### src/rtl/core/pbp_pkg.sv
package pbp_pkg;

    // parser phase
    typedef enum logic [1:0] {
        PH_HDR_LO = 2'd0,
        PH_HDR_HI = 2'd1,
        PH_SKIP   = 2'd2,
        PH_DATA   = 2'd3
    } t_phase;

    // colour component expected next
    localparam logic [1:0] COMP_RED   = 2'd0;
    localparam logic [1:0] COMP_GREEN = 2'd1;
    localparam logic [1:0] COMP_BLUE  = 2'd2;

    // event codes
    localparam logic EV_ENTRY     = 1'b0;
    localparam logic EV_BLOCK_END = 1'b1;

    // special record headers
    localparam logic [15:0] HDR_SKIP = 16'h0100;
    localparam logic [15:0] HDR_END  = 16'hFFFF;

    localparam logic [1:0] SKIP_BYTES     = 2'd3;
    localparam logic [8:0] FULL_PALETTE   = 9'd256;

    typedef struct packed {
        logic       event_res;
        logic [7:0] entry_index;
        logic [7:0] red;
        logic [7:0] green;
        logic [7:0] blue;
    } t_result;

    // widen a 6-bit style component to 8 bits
    function automatic logic [7:0] widen(input logic [7:0] b);
        return {b[5:0], 2'b00} | {2'b00, b[7:2]};
    endfunction

endpackage

### src/rtl/core/pbp_if.sv
interface pbp_byte_if;
    logic       valid;
    logic       ready;
    logic [7:0] data_byte;

    modport source (output valid, output data_byte, input ready);
    modport sink (input valid, input data_byte, output ready);
endinterface

interface pbp_event_if;
    logic       valid;
    logic       ready;
    logic       event_res;
    logic [7:0] entry_index;
    logic [7:0] red;
    logic [7:0] green;
    logic [7:0] blue;

    modport source (
        output valid, output event_res, output entry_index,
        output red, output green, output blue, input ready
    );
    modport sink (
        input valid, input event_res, input entry_index,
        input red, input green, input blue, output ready
    );
endinterface

### src/rtl/core/pbp_in_stage.sv
module pbp_in_stage (
    input  logic       i_clk,
    input  logic       i_rst_n,
    input  logic       i_valid,
    output logic       o_ready,
    input  logic [7:0] i_data_byte,
    input  logic       i_take,
    output logic       o_valid,
    output logic [7:0] o_data_byte
);

    logic       r_valid;
    logic [7:0] r_byte;

    assign o_ready     = !r_valid || i_take;
    assign o_valid     = r_valid;
    assign o_data_byte = r_byte;

    always_ff @(posedge i_clk) begin
        if (!i_rst_n) begin
            r_valid <= 1'b0;
        end else if (o_ready) begin
            r_valid <= i_valid;
        end
    end

    always_ff @(posedge i_clk) begin
        if (o_ready && i_valid) begin
            r_byte <= i_data_byte;
        end
    end

endmodule

### src/rtl/core/pbp_parser.sv
module pbp_parser (
    input  logic             i_clk,
    input  logic             i_rst_n,
    input  logic             i_fire,
    input  logic [7:0]       i_data_byte,
    output logic             o_res_valid,
    output pbp_pkg::t_result o_res
);

    pbp_pkg::t_phase r_phase, n_phase;
    logic [7:0] r_header_low, n_header_low;
    logic [1:0] r_skip_left, n_skip_left;
    logic [8:0] r_entries_left, n_entries_left;
    logic [7:0] r_next_index, n_next_index;
    logic [1:0] r_comp_pos, n_comp_pos;
    logic [7:0] r_held_red, n_held_red;
    logic [7:0] r_held_green, n_held_green;

    logic [15:0] header;
    logic [7:0]  wide;

    assign header = {i_data_byte, r_header_low};
    assign wide   = pbp_pkg::widen(i_data_byte);

    // next state
    always_comb begin
        n_phase        = r_phase;
        n_header_low   = r_header_low;
        n_skip_left    = r_skip_left;
        n_entries_left = r_entries_left;
        n_next_index   = r_next_index;
        n_comp_pos     = r_comp_pos;
        n_held_red     = r_held_red;
        n_held_green   = r_held_green;
        if (i_fire) begin
            unique case (r_phase)
                pbp_pkg::PH_HDR_LO: begin
                    n_header_low = i_data_byte;
                    n_phase      = pbp_pkg::PH_HDR_HI;
                end
                pbp_pkg::PH_HDR_HI: begin
                    if (header == pbp_pkg::HDR_SKIP) begin
                        n_skip_left = pbp_pkg::SKIP_BYTES;
                        n_phase     = pbp_pkg::PH_SKIP;
                    end else if (header == pbp_pkg::HDR_END) begin
                        n_phase = pbp_pkg::PH_HDR_LO;
                    end else begin
                        n_entries_left = (i_data_byte == 8'd0) ? pbp_pkg::FULL_PALETTE
                                                               : {1'b0, i_data_byte};
                        n_next_index   = r_header_low;
                        n_comp_pos     = pbp_pkg::COMP_RED;
                        n_phase        = pbp_pkg::PH_DATA;
                    end
                end
                pbp_pkg::PH_SKIP: begin
                    if (r_skip_left <= 2'd1) begin
                        n_skip_left = 2'd0;
                        n_phase     = pbp_pkg::PH_HDR_LO;
                    end else begin
                        n_skip_left = r_skip_left - 2'd1;
                    end
                end
                pbp_pkg::PH_DATA: begin
                    if (r_comp_pos == pbp_pkg::COMP_GREEN) begin
                        n_held_green = wide;
                        n_comp_pos   = pbp_pkg::COMP_BLUE;
                    end else if (r_comp_pos != pbp_pkg::COMP_BLUE) begin
                        // unused position 3 falls back to red
                        n_held_red = wide;
                        n_comp_pos = pbp_pkg::COMP_GREEN;
                    end else begin
                        n_next_index = r_next_index + 8'd1;
                        n_comp_pos   = pbp_pkg::COMP_RED;
                        if (r_entries_left <= 9'd1) begin
                            n_entries_left = 9'd0;
                            n_phase        = pbp_pkg::PH_HDR_LO;
                        end else begin
                            n_entries_left = r_entries_left - 9'd1;
                        end
                    end
                end
                default: n_phase = pbp_pkg::PH_HDR_LO;
            endcase
        end
    end

    // result
    always_comb begin
        o_res_valid = 1'b0;
        o_res       = '0;
        if (i_fire) begin
            unique case (r_phase) inside
                pbp_pkg::PH_HDR_HI: begin
                    if (header == pbp_pkg::HDR_END) begin
                        o_res_valid     = 1'b1;
                        o_res.event_res = pbp_pkg::EV_BLOCK_END;
                    end
                end
                pbp_pkg::PH_DATA: begin
                    if (r_comp_pos == pbp_pkg::COMP_BLUE) begin
                        o_res_valid       = 1'b1;
                        o_res.event_res   = pbp_pkg::EV_ENTRY;
                        o_res.entry_index = r_next_index;
                        o_res.red         = r_held_red;
                        o_res.green       = r_held_green;
                        o_res.blue        = wide;
                    end
                end
                pbp_pkg::PH_HDR_LO, pbp_pkg::PH_SKIP: begin
                    o_res_valid = 1'b0;
                end
                default: o_res_valid = 1'b0;
            endcase
        end
    end

    always_ff @(posedge i_clk) begin
        if (!i_rst_n) begin
            r_phase        <= pbp_pkg::PH_HDR_LO;
            r_header_low   <= 8'd0;
            r_skip_left    <= 2'd0;
            r_entries_left <= 9'd0;
            r_next_index   <= 8'd0;
            r_comp_pos     <= pbp_pkg::COMP_RED;
            r_held_red     <= 8'd0;
            r_held_green   <= 8'd0;
        end else begin
            r_phase        <= n_phase;
            r_header_low   <= n_header_low;
            r_skip_left    <= n_skip_left;
            r_entries_left <= n_entries_left;
            r_next_index   <= n_next_index;
            r_comp_pos     <= n_comp_pos;
            r_held_red     <= n_held_red;
            r_held_green   <= n_held_green;
        end
    end

    a_res_needs_fire: assert property (@(posedge i_clk) disable iff (!i_rst_n)
        o_res_valid |-> i_fire)
        else $error("result without a consumed byte");

    a_skip_nonzero: assert property (@(posedge i_clk) disable iff (!i_rst_n)
        (r_phase == pbp_pkg::PH_SKIP) |-> (r_skip_left != 2'd0))
        else $error("skip phase with empty skip count");

    a_data_nonzero: assert property (@(posedge i_clk) disable iff (!i_rst_n)
        (r_phase == pbp_pkg::PH_DATA) |-> (r_entries_left != 9'd0))
        else $error("data phase with no entries left");

    a_end_returns: assert property (@(posedge i_clk) disable iff (!i_rst_n)
        (o_res_valid && o_res.event_res == pbp_pkg::EV_BLOCK_END)
        |=> (r_phase == pbp_pkg::PH_HDR_LO))
        else $error("block end did not return to header");

endmodule

### src/rtl/core/pbp_out_stage.sv
module pbp_out_stage (
    input  logic             i_clk,
    input  logic             i_rst_n,
    input  logic             i_valid,
    input  pbp_pkg::t_result i_res,
    output logic             o_free,
    output logic             o_valid,
    input  logic             i_ready,
    output pbp_pkg::t_result o_res
);

    logic             r_valid;
    pbp_pkg::t_result r_res;

    assign o_free  = !r_valid || i_ready;
    assign o_valid = r_valid;
    assign o_res   = r_res;

    always_ff @(posedge i_clk) begin
        if (!i_rst_n) begin
            r_valid <= 1'b0;
        end else if (o_free) begin
            r_valid <= i_valid;
        end
    end

    always_ff @(posedge i_clk) begin
        if (o_free && i_valid) begin
            r_res <= i_res;
        end
    end

endmodule

### src/rtl/core/palette_block_parser_top.sv
// palette block parser: takes one byte of a palette block per transaction and
// emits a transaction for every completed r,g,b triplet (index, widened colour)
// and for the 0xffff end-of-block header. records start with a little-endian
// header (low byte start index, high byte count, count 0 meaning 256); header
// 0x0100 skips three bytes. a byte can be taken on every clock while results
// are drained: the byte sits in an input register, the parser state and
// result are worked out in one pass and written to an output register.
// back-pressure on the result side stalls the byte register only when the
// output register is full and not being drained.
module palette_block_parser_top (
    input  logic        i_clk,
    input  logic        i_rst_n,
    pbp_byte_if.sink    i_byte,
    pbp_event_if.source o_event
);

    // input register to parser
    logic       in_valid;
    logic [7:0] in_byte;

    // parser to output register
    logic             res_valid;
    pbp_pkg::t_result res;
    pbp_pkg::t_result out_res;
    logic             out_free;
    logic             fire;

    // a held byte is consumed whenever the output register can take a result
    assign fire = in_valid && out_free;

    pbp_in_stage u_in (
        .i_clk       (i_clk),
        .i_rst_n     (i_rst_n),
        .i_valid     (i_byte.valid),
        .o_ready     (i_byte.ready),
        .i_data_byte (i_byte.data_byte),
        .i_take      (fire),
        .o_valid     (in_valid),
        .o_data_byte (in_byte)
    );

    pbp_parser u_parser (
        .i_clk       (i_clk),
        .i_rst_n     (i_rst_n),
        .i_fire      (fire),
        .i_data_byte (in_byte),
        .o_res_valid (res_valid),
        .o_res       (res)
    );

    pbp_out_stage u_out (
        .i_clk   (i_clk),
        .i_rst_n (i_rst_n),
        .i_valid (res_valid),
        .i_res   (res),
        .o_free  (out_free),
        .o_valid (o_event.valid),
        .i_ready (o_event.ready),
        .o_res   (out_res)
    );

    // unpack the result onto the event channel
    assign o_event.event_res   = out_res.event_res;
    assign o_event.entry_index = out_res.entry_index;
    assign o_event.red         = out_res.red;
    assign o_event.green       = out_res.green;
    assign o_event.blue        = out_res.blue;

endmodule
### src/flat_wrapper.sv
// flat-port wrapper written by rule: the top's interface ports become plain ports
module palette_block_parser_top_flat 
  (i_clk, i_rst_n, i_byte_valid, i_byte_data_byte, i_byte_ready, o_event_valid, o_event_event_res, o_event_entry_index, o_event_red, o_event_green, o_event_blue, o_event_ready);
  pbp_byte_if i_byte_i ();
  pbp_event_if o_event_i ();
  input  logic i_clk;
  input  logic i_rst_n;
  input wire logic [$bits(i_byte_i.valid)-1:0] i_byte_valid;
  input wire logic [$bits(i_byte_i.data_byte)-1:0] i_byte_data_byte;
  output wire logic [$bits(i_byte_i.ready)-1:0] i_byte_ready;
  output wire logic [$bits(o_event_i.valid)-1:0] o_event_valid;
  output wire logic [$bits(o_event_i.event_res)-1:0] o_event_event_res;
  output wire logic [$bits(o_event_i.entry_index)-1:0] o_event_entry_index;
  output wire logic [$bits(o_event_i.red)-1:0] o_event_red;
  output wire logic [$bits(o_event_i.green)-1:0] o_event_green;
  output wire logic [$bits(o_event_i.blue)-1:0] o_event_blue;
  input wire logic [$bits(o_event_i.ready)-1:0] o_event_ready;
  assign i_byte_i.valid = i_byte_valid;
  assign i_byte_i.data_byte = i_byte_data_byte;
  assign i_byte_ready = i_byte_i.ready;
  assign o_event_valid = o_event_i.valid;
  assign o_event_event_res = o_event_i.event_res;
  assign o_event_entry_index = o_event_i.entry_index;
  assign o_event_red = o_event_i.red;
  assign o_event_green = o_event_i.green;
  assign o_event_blue = o_event_i.blue;
  assign o_event_i.ready = o_event_ready;
  palette_block_parser_top u_core (.i_clk(i_clk), .i_rst_n(i_rst_n), .i_byte(i_byte_i), .o_event(o_event_i));
endmodule
### config.mk
export PLATFORM = sky130hd
export DESIGN_NAME = palette_block_parser_top_flat
export DESIGN_NICKNAME = d
export VERILOG_FILES = /design/src/rtl/core/pbp_pkg.sv /design/src/rtl/core/pbp_if.sv /design/src/rtl/core/pbp_in_stage.sv /design/src/rtl/core/pbp_parser.sv /design/src/rtl/core/pbp_out_stage.sv /design/src/rtl/core/palette_block_parser_top.sv /design/src/flat_wrapper.sv
export SDC_FILE = /design/constraint.sdc
export NUM_CORES = 1
export LEC_CHECK = 0
export ABC_AREA = 1
export BUFFER_PORTS_ARGS = -buffer_cell sky130_fd_sc_hd__buf_2
export CORE_ASPECT_RATIO = 0.5
export CORE_MARGIN = 5
export CORE_UTILIZATION = 43
export CTS_BUF_LIST = sky130_fd_sc_hd__clkbuf_2
export CTS_CLUSTER_SIZE = 24
export DETAILED_ROUTE_END_ITERATION = 8
export GPL_TIMING_DRIVEN = 1
export PLACE_DENSITY = 0.7
export SYNTH_ARGS = -nofsm -noshare
export SYNTH_HDL_FRONTEND = slang
export SYNTH_HIERARCHICAL = 1
export SYNTH_SLANG_ARGS = --single-unit
### constraint.sdc
create_clock -name i_clk -period 4.7 [get_ports i_clk]
set_input_delay 1.175 -clock i_clk [delete_from_list [all_inputs] [get_ports i_clk]]
set_output_delay 1.175 -clock i_clk [all_outputs]
set_load 0.005 [all_outputs]
[After elaboration in Yosys (flattened, before gate mapping)]
Cells that the tools add are included.
Word-level totals
  input bits: 12
  logic and storage cells: 89
  flip-flop bits (word level): 90
  output and inout bits: 35
Operators by class
  $lt $le $gt $ge: 2
  mux-type cells: 32
  equality and inequality tests: 15
  bitwise gates (word level): 2
  $add $sub $neg: 3
  reduce and logical (&&, ||, !) cells: 19
Operators by type and width (number)
  9-bit two-way mux: 6
  8-bit two-way mux: 4
  2-bit two-way mux: 11
  9-bit one-hot mux with 2 select lines: 1
  16-bit equality test (second input constant): 1
  16-bit by 9-bit equality test with 1-bit output (second input constant): 1
  2-bit != test (second input constant): 8
  8-bit one-hot mux with 2 select lines: 1
  9-bit by 1-bit <= comparator with 1-bit output (second input constant): 1
  3-bit AND reduction: 3
  9-bit by 1-bit subtractor with 9-bit output (second input constant): 1
  8-bit by 1-bit adder with 8-bit output (second input constant): 1
  8-bit zero test: 1
  8-bit by 6-bit bitwise OR with 8-bit output: 1
  2-bit one-hot mux with 2 select lines: 2
  2-bit one-hot mux with 4 select lines: 1
  4-bit AND reduction: 2
  2-bit equality test (second input constant): 3
  6-bit AND reduction: 1
  5-bit AND reduction: 1
  2-bit by 1-bit equality test with 1-bit output (second input constant): 2
  1-bit two-way mux: 4
  1-bit one-hot mux with 2 select lines: 2
  2-bit nonzero test: 2
  other kinds (8): 12

[Depth between registers and ports, before layout]
Gate-level depths: netlist of the first run.
  word-level depth: 5
  mapped depth: 13
  mapped depth without buffers: 12

[Cells and area by module]
The synthesis of the first run kept the hierarchy.
By module, submodules not included
  pbp_parser: cells an instance 497, sequential area each 940.9 um^2, times used 1, area an instance 2900.3 um^2
  pbp_out_stage: cells an instance 40, sequential area each 1011.0 um^2, times used 1, area an instance 1042.2 um^2
  pbp_in_stage: cells an instance 15, sequential area each 260.2 um^2, times used 1, area an instance 291.5 um^2
  palette_block_parser_top: cells an instance 2, sequential area each 0.0 um^2, times used 1, area an instance 7.5 um^2

[Worst setup path after synthesis of the first run]
No wires, ideal clock.
  path type: in2reg
  from: input port o_event_ready
  to: register u_core.u_out.r_res, in the netlist u_core/u_out/o_res[0] (enable)
  setup time: 0.434 ns
  path buffers: 0
  required time: 4.266 ns
  slack: 0.830 ns
  data arrival time: 3.436 ns
  cell stages on the path: 8
  cell sequence: inv_2 -> nand2_2 -> nand2_1 -> inv_1 -> nand3_1 -> o21ai_0 -> inv_1 -> a21oi_1
On the way
  cells in the longest elaborated chain, start to end: 4
Ends and longest elaborated chain
  start, declared: RTL line flat_wrapper.sv:17  | input wire logic [$bits(o_event_i.ready)-1:0] o_event_ready;
  1-bit logical OR: RTL line pbp_out_stage.sv:15  | assign o_free = !r_valid || i_ready;
  named net u_core.out_free: RTL line palette_block_parser_top.sv:25  | logic out_free;
  1-bit logical AND: RTL line palette_block_parser_top.sv:29  | assign fire = in_valid && out_free;
  named net u_core.fire: RTL line palette_block_parser_top.sv:26  | logic fire;
  1-bit two-way mux: RTL line pbp_parser.sv:91  | if (i_fire) begin
  named net u_core.res_valid: RTL line palette_block_parser_top.sv:22  | logic res_valid;
  1-bit logical AND: RTL line pbp_out_stage.sv:28  | if (o_free && i_valid) begin
  end signal, assigned: RTL line pbp_out_stage.sv:29  | r_res <= i_res;
  end, declared: RTL line pbp_out_stage.sv:13  | pbp_pkg::t_result r_res;
The timed path passes the listed nets, and every way through them passes these cells.
A chain may end at the register's enable or synchronous reset.

[Worst setup path after layout of the first run]
  from: input port o_event_ready
  to: output port i_byte_ready
On the way
  cells in the longest elaborated chain, start to end: 3
Ends and longest elaborated chain
  1-bit logical OR: RTL line pbp_out_stage.sv:15
  named net u_core.out_free: RTL line palette_block_parser_top.sv:25
  1-bit logical AND: RTL line palette_block_parser_top.sv:29
  named net u_core.fire: RTL line palette_block_parser_top.sv:26
  1-bit logical OR: RTL line pbp_in_stage.sv:15  | assign o_ready = !r_valid || i_take;
  end, declared: RTL line flat_wrapper.sv:10  | output wire logic [$bits(i_byte_i.ready)-1:0] i_byte_ready;
The timed path passes the listed nets, and every way through them passes these cells.

==> results of run 1 <==
-- stage by stage --
stage	total power, uW	utilization
3_3_place_gp	1037	0.4786
6_report	1485	0.4939
5_1_grt	1560	0.4939
3_5_place_dp	1039	0.4786
2_1_floorplan	997.5	-
4_1_cts	1491	0.4936
-- area by class of cell --
class | instances | area, sq um
Multi-Input combinational cell | 375 | 1673
Clock buffer | 9 | 45.04
Antenna cell | 1 | 2.502
Sequential cell | 90 | 2212
Fill cell | 939 | 4828
Tap cell | 135 | 168.9
Inverter | 73 | 274.0
Timing Repair Buffer | 47 | 237.7
Clock inverter | 7 | 98.84
-- how the worst max path moves through the flow --
stage                     cells past startpoint                          endpoint  slack [ns]
after global routing                          8                      i_byte_ready        1.58
after global placement                       10  u_core/u_out/o_res[16]$_DFFE_PP_        1.35
after CTS                                     8                      i_byte_ready        1.67
final                                         8                      i_byte_ready        1.68
after floorplan                               8   u_core/u_out/o_res[0]$_DFFE_PP_        0.83
after detailed placement                     10  u_core/u_out/o_res[16]$_DFFE_PP_        1.32
-- cell usage after synthesis (2+ instances only) --
| cell | n |
|---|---|
| a21oi_1 | 29 |
| a21oi_2 | 2 |
| buf_1 | 2 |
| buf_2 | 6 |
| buf_6 | 3 |
| clkbuf_1 | 4 |
| dfxtp_1 | 49 |
| edfxtp_1 | 41 |
| ha_1 | 5 |
| inv_1 | 70 |
| inv_2 | 3 |
| nand2_1 | 129 |
| nand2_2 | 3 |
| nand3_1 | 30 |
| nand4_1 | 8 |
| nor2_1 | 122 |
| nor2_2 | 2 |
| nor3_1 | 2 |
| o21ai_0 | 35 |
| xor2_1 | 4 |
-- tightest hold or removal path, delay by kind of cell (launching register included) --
kind,cells,cell delay (ns)
AO/OA/AOI/OAI,1,0.05
buffers and inverters,1,0.06
flip-flops,1,0.36
-- power breakdown --
part	internal [uW]	leakage, uW	total [uW]	switching [uW]
combinational	51.7	0.00115	156	104
sequential	838	0.000702	871	33.2
clock	181	0.0000845	458	277
-- metal layers --
layer	vias to the layer above	global-route usage	share of wire
li1	1839	-	-
met4	0	0.04562	0.0054
met5	-	0	0
met1	1601	0.2237	0.49
met2	102	0.2528	0.44
met3	5	0.04622	0.071
-- flip-flops by register name (all words and copies together) (netlist names), 2 cells and up --
register                        flops
u_core/u_parser/r_entries_left      9
u_core/u_parser/r_held_red          8
u_core/u_parser/r_held_green        8
u_core/u_parser/r_phase             2
u_core/u_in/o_data_byte             8
u_core/u_out/o_res                 33
u_core/u_parser/r_header_low        8
u_core/u_parser/r_comp_pos          2
u_core/u_parser/r_next_index        8
u_core/u_parser/r_skip_left         2
-- kinds of logic after synthesis --
kind of cell               after synthesis  share of synthesized area
adders and majority gates                5                    0.01475
xor gates and xnor gates                 4                   0.008259
AOI/OAI and AO/OA                       67                    0.08142
buffers and inverters                   89                    0.08673
and+or+nand+nor                        299                     0.2873
DFF                                     90                     0.5215
==> results.sh, run 1 <==
export IMPL_worst_hold_startpoint="u_core/u_parser/r_held_red[3]$_SDFFE_PN0P_"
export IMPL_path_clk_slew_ns=0.24
export IMPL_port_buffers=46
export IMPL_dpl_cell_area_sq_um=4566
export IMPL_outcome="complete, no violations"
export IMPL_crit_buf_inv=5
export IMPL_placed_cells=720
export IMPL_critPathKind="input pin to output pin"
export IMPL_ys_seq_elements=90
export IMPL_detail_route_vias_per_cell=4.813
export IMPL_floorplan_die_height_microns=80.23
export IMPL_cts_resized_gates=0
export IMPL_cts_setup_buffers=0
export IMPL_reg2reg_slack_ns=1.93
export IMPL_cts_tree="built"
export IMPL_critPathRequiredTime_ns=3.52
export IMPL_die_w_microns=150.5
export IMPL_synth_area_leader_cell="edfxtp_1"
export IMPL_mostFrequentLayoutCell="nand2_1"
export IMPL_syn_num_nets=571
export IMPL_worstReg2RegEnd="u_core/u_out/o_res[20]$_DFFE_PP_"
export IMPL_finalMaxSlewViolations=0
export IMPL_share_of_yosys_cell_area_claimed_by_the_top_area_cell_type=0.2903
export IMPL_via_count=3547
export IMPL_critPathLaunchType="input pin"
export IMPL_number_of_global_route_vias_before_repair=3158
export IMPL_fin_tns_setup_ns=0
export IMPL_finalWorstPathRequiredPeriod_ns=3.019
export IMPL_drt_initial_drc_count=271
export IMPL_hold_path_endpoint="u_core/u_parser/r_held_red[3]$_SDFFE_PN0P_"
export IMPL_cts_htree_levels=3
export IMPL_whs_path_depth=2
export IMPL_finalWeightedCongestion=0.8602
export IMPL_design_core_area_sq_um=9540
export IMPL_worst_slack_ns=1.681
export IMPL_vdd_drop_max_mv=0.1417
export IMPL_cts_max_path_buffers=2
export IMPL_holdWs_ns=0.4723
export IMPL_setup_worst_path_end_class="output pin"
export IMPL_final_instance_area_sq_um=4712
export IMPL_timing_max_slew_rel_slack=0.3125
export IMPL_hold_path_class="register to register"
export IMPL_die_area_sq_um=12070
export IMPL_slowest_delay_ns=0.19
export IMPL_cp_cell_sequence="buf_2 > inv_2 > nand2_2 > nand2_1 > inv_1 > inv_2 > nand2_2 > buf_2"
export IMPL_slowest_stage_cell_cp="inv_1"
export IMPL_setup_violations_final=0
export IMPL_grt_use_total=0.1632
export IMPL_timing_clock_skew_ns=0.02918
export IMPL_grt_start_max_net_pins=49
export IMPL_drc=0
export IMPL_synth_seq_area_share=0.5215
export IMPL_cts_hold_buf=0
export IMPL_clk_root_buffer_cell="clkbuf_2"
export IMPL_insertion_delay_ns=0.56
export IMPL_timing_max_cap_violations=0
export IMPL_route_antenna_remaining_nets=0
export IMPL_critical_path_peak_fanout=8
export IMPL_critPathLaunch="o_event_ready"
export IMPL_antenna_found_initial=1
export IMPL_most_frequent_cells_in_the_layout="nand2_1, nor2_1, inv_1, dfxtp_1, buf_2"
export IMPL_cts_made_buffers=9
export IMPL_stdcell_count=737
export IMPL_wire_length_of_the_first_global_routing_pass_microns=15490
export IMPL_cp_data_arrival_time_ns=1.84
export IMPL_drtPass1Iterations=8
export IMPL_area_growth_pct=11.09
export IMPL_final_count_of_hold_timing_violations=0
export IMPL_ys_types=25
export IMPL_postSynth_topFlopCell="dfxtp_1"
export IMPL_power_per_cell_area_nw_per_um2=315.1
export IMPL_top_level_ports=47
export IMPL_count_of_flip_flops_with_a_built_in_enable_after_synthesis=41
export IMPL_yosys_warnings=6
export IMPL_fmax_mhz=331.3
export IMPL_synth_top_cells_by_area="edfxtp_1, dfxtp_1, nand2_1"
export IMPL_wire_per_inst_microns=12.82
export IMPL_place_worst_setup_slack_ns=1.316
export IMPL_drt_total_wl_microns=9449
export IMPL_floorplan_initialDensity=0.4446
export IMPL_avgSynthCellArea_sq_um=7.656
export IMPL_cts_num_sinks=90
export IMPL_worstReg2RegStart="u_core/u_parser/r_phase[1]$_SDFFE_PN0P_"
export IMPL_synth_cell_area_sq_um=4242
export IMPL_fp_row_count=25
export IMPL_synthesis_instances=554
export IMPL_dp_hpwl_microns=6538
export IMPL_rsz0062_at_grt="false"
export IMPL_fin_nets=613
export IMPL_layout_worst_path_cycle_share=0.6423
export IMPL_power_leakage_uw=0.001935
export IMPL_tightestPinTransition_ns=1.029
export IMPL_critical_path_top_delay_family="buffers and inverters"
export IMPL_ff2ff_path_depth=7
export IMPL_share_of_post_route_cells_with_drive_strength_above_1=0.1248
export IMPL_synth_async_sr_flop_share=0
export IMPL_grt_overflow=0
Power figures use the tool's default switching activity.
==> run 2: changes to the inputs <==
--- a/config.mk
+++ b/config.mk
@@ -5,7 +5,7 @@
 export SDC_FILE = /design/constraint.sdc
 export NUM_CORES = 1
 export LEC_CHECK = 0
-export ABC_AREA = 1
+export ABC_AREA = 0
 export BUFFER_PORTS_ARGS = -buffer_cell sky130_fd_sc_hd__buf_2
 export CORE_ASPECT_RATIO = 0.5
 export CORE_MARGIN = 5
==> constraint.sdc (replaced) <==
create_clock -name i_clk -period 2.9 [get_ports i_clk]
set_input_delay 0.725 -clock i_clk [delete_from_list [all_inputs] [get_ports i_clk]]
set_output_delay 0.725 -clock i_clk [all_outputs]
set_load 0.005 [all_outputs]
==> results.sh, run 2 <==
export IMPL_syn_num_nets=412
export IMPL_worst_slack_ns=0.3813
export IMPL_power_leakage_uw=0.001533
export IMPL_cp_data_arrival_time_ns=2.77
export IMPL_worst_hold_startpoint="i_byte_data_byte[7]"
export IMPL_fin_nets=458
export IMPL_most_frequent_cells_in_the_layout="dfxtp_1, buf_2, nor2_1, edfxtp_1, and2_1"
export IMPL_grt_overflow=0
export IMPL_critPathLaunchType="register"
export IMPL_cts_hold_buf=0
export IMPL_final_instance_area_sq_um=4567
export IMPL_layout_worst_path_cycle_share=0.8685
export IMPL_mostFrequentLayoutCell="dfxtp_1"
export IMPL_insertion_delay_ns=0.59
export IMPL_hold_path_class="input pin to register"
export IMPL_timing_max_slew_rel_slack=0.5437
export IMPL_finalWeightedCongestion=0.9023
export IMPL_timing_max_cap_violations=0
export IMPL_final_count_of_hold_timing_violations=0
export IMPL_number_of_global_route_vias_before_repair=2969
export IMPL_ys_types=53
export IMPL_synth_cell_area_sq_um=4049
export IMPL_holdWs_ns=0.3106
export IMPL_cts_made_buffers=9
export IMPL_synthesis_instances=395
export IMPL_fmax_mhz=397.0
export IMPL_synth_seq_area_share=0.5464
export IMPL_top_level_ports=47
export IMPL_antenna_found_initial=0
export IMPL_synth_area_leader_cell="edfxtp_1"
export IMPL_cts_resized_gates=0
export IMPL_critPathLaunch="u_core/u_in/o_data_byte[5]$_DFFE_PP_"
export IMPL_dp_hpwl_microns=6739
export IMPL_fp_row_count=25
export IMPL_cts_tree="built"
export IMPL_diodes=0
export IMPL_die_area_sq_um=11570
export IMPL_wire_length_of_the_first_global_routing_pass_microns=15440
export IMPL_floorplan_initialDensity=0.4344
export IMPL_worstReg2RegStart="u_core/u_in/o_data_byte[5]$_DFFE_PP_"
export IMPL_yosys_warnings=6
export IMPL_power_per_cell_area_nw_per_um2=513.6
export IMPL_critical_path_peak_fanout=33
export IMPL_drtPass1Iterations=5
export IMPL_synth_async_sr_flop_share=0
export IMPL_ys_top_cells_by_count="dfxtp_1, nor2_1, edfxtp_1"
export IMPL_port_buffers=46
export IMPL_floorplan_die_height_microns=78.62
export IMPL_setup_worst_path_end_class="register"
export IMPL_critPathRequiredTime_ns=3.15
export IMPL_timing_clock_skew_ns=0.04289
export IMPL_detail_route_vias_per_cell=5.626
export IMPL_grt_use_total=0.1695
export IMPL_rsz0062_at_grt="false"
export IMPL_avgSynthCellArea_sq_um=10.25
export IMPL_cts_setup_buffers=0
export IMPL_cts_htree_levels=3
export IMPL_grt_start_max_net_pins=34
export IMPL_vdd_drop_max_mv=0.1897
export IMPL_critPathKind="register to register"
export IMPL_drt_initial_drc_count=286
export IMPL_cts_max_path_buffers=2
export IMPL_synth_most_common_cell="dfxtp_1"
export IMPL_wire_per_inst_microns=16.76
export IMPL_finalMaxSlewViolations=0
export IMPL_cts_num_sinks=90
export IMPL_fin_tns_setup_ns=0
export IMPL_design_core_area_sq_um=9321
export IMPL_clk_root_buffer_cell="clkbuf_2"
export IMPL_share_of_post_route_cells_with_drive_strength_above_1=0.2063
export IMPL_dpl_cell_area_sq_um=4424
export IMPL_synth_top_cells_by_area="edfxtp_1, dfxtp_1, and2_1"
export IMPL_largest_register_ff_count=33
export IMPL_setup_violations_final=0
export IMPL_tightestPinTransition_ns=0.6822
export IMPL_finish_utilization=0.4899
export IMPL_route_antenna_remaining_nets=0
export IMPL_outcome="complete, no violations"
export IMPL_count_of_flip_flops_with_a_built_in_enable_after_synthesis=41
export IMPL_path_clk_slew_ns=0.26
export IMPL_area_growth_pct=12.79
export IMPL_ys_seq_elements=90
export IMPL_die_w_microns=147.2
export IMPL_finalWorstPathRequiredPeriod_ns=2.519
export IMPL_drt_total_wl_microns=9504
export IMPL_drc=0
export IMPL_via_count=3190
export IMPL_postSynth_topFlopCell="dfxtp_1"
export IMPL_place_worst_setup_slack_ns=0.2581
export IMPL_share_of_yosys_cell_area_claimed_by_the_top_area_cell_type=0.3041
==> run 2: cells by family after synthesis <==
kind of cell | synth area share
AO/OA/AOI/OAI | 0.1551
adder cells (fa/ha/maj) | 0.01545
buffers and inverters | 0.03677
flip-flops | 0.5464
multiplexers | 0.04203
AND/OR/NAND/NOR | 0.2043
==> run 2: worst paths after layout <==
kind	to	slack, ns	depth (start not counted)
min	u_core/u_in/o_data_byte[7]$_DFFE_PP_	0.31	1
min reg2reg	u_core/u_parser/r_skip_left[0]$_SDFFE_PN0P_	0.50	2
max reg2reg	u_core/u_out/o_res[27]$_DFFE_PP_	0.38	5
max	u_core/u_out/o_res[27]$_DFFE_PP_	0.38	5
==> run 2: layout make-up <==
class / count / area, sq um
multi-input combinational: 270 / 1688
clock inverter: 7 / 97.59
clock buffer: 9 / 45.04
timing repair buffer: 60 / 335.3
inverter: 10 / 37.54
tap: 121 / 151.4
fill: 867 / 4755
sequential: 90 / 2212
==> run 2: per-layer routing <==
metal	vias to the layer above	global-route usage	wire length, microns
li1	1528	-	-
met1	1488	0.2362	4444
met2	155	0.2454	3954
met3	19	0.05882	924
met4	0	0.05669	180
met5	-	0	0
==> run 2: per-stage QoR <==
| step | power (uW) | std cells |
|---|---|---|
| after floorplan | 1559 | 395 |
| after detailed placement | 1629 | 551 |
| after CTS | 2358 | 567 |
| after global placement | 1627 | 551 |
| final | 2346 | 567 |
| after global routing | 2449 | 567 |
==> run 2: critical path, cell delays in order (launching register included) <==
cell and delay, ns:
edfxtp_1 0.58, nand4_1 0.15, nor4_1 0.57, nand2_1 0.14, o21ai_0 0.26, and2_4 0.47
==> run 2: power breakdown <==
part	switching, uW	total [uW]	internal (uW)
clock network	444	736	291
logic	127	218	90.8
registers	44.0	1390	1350
total	615	2350	1730
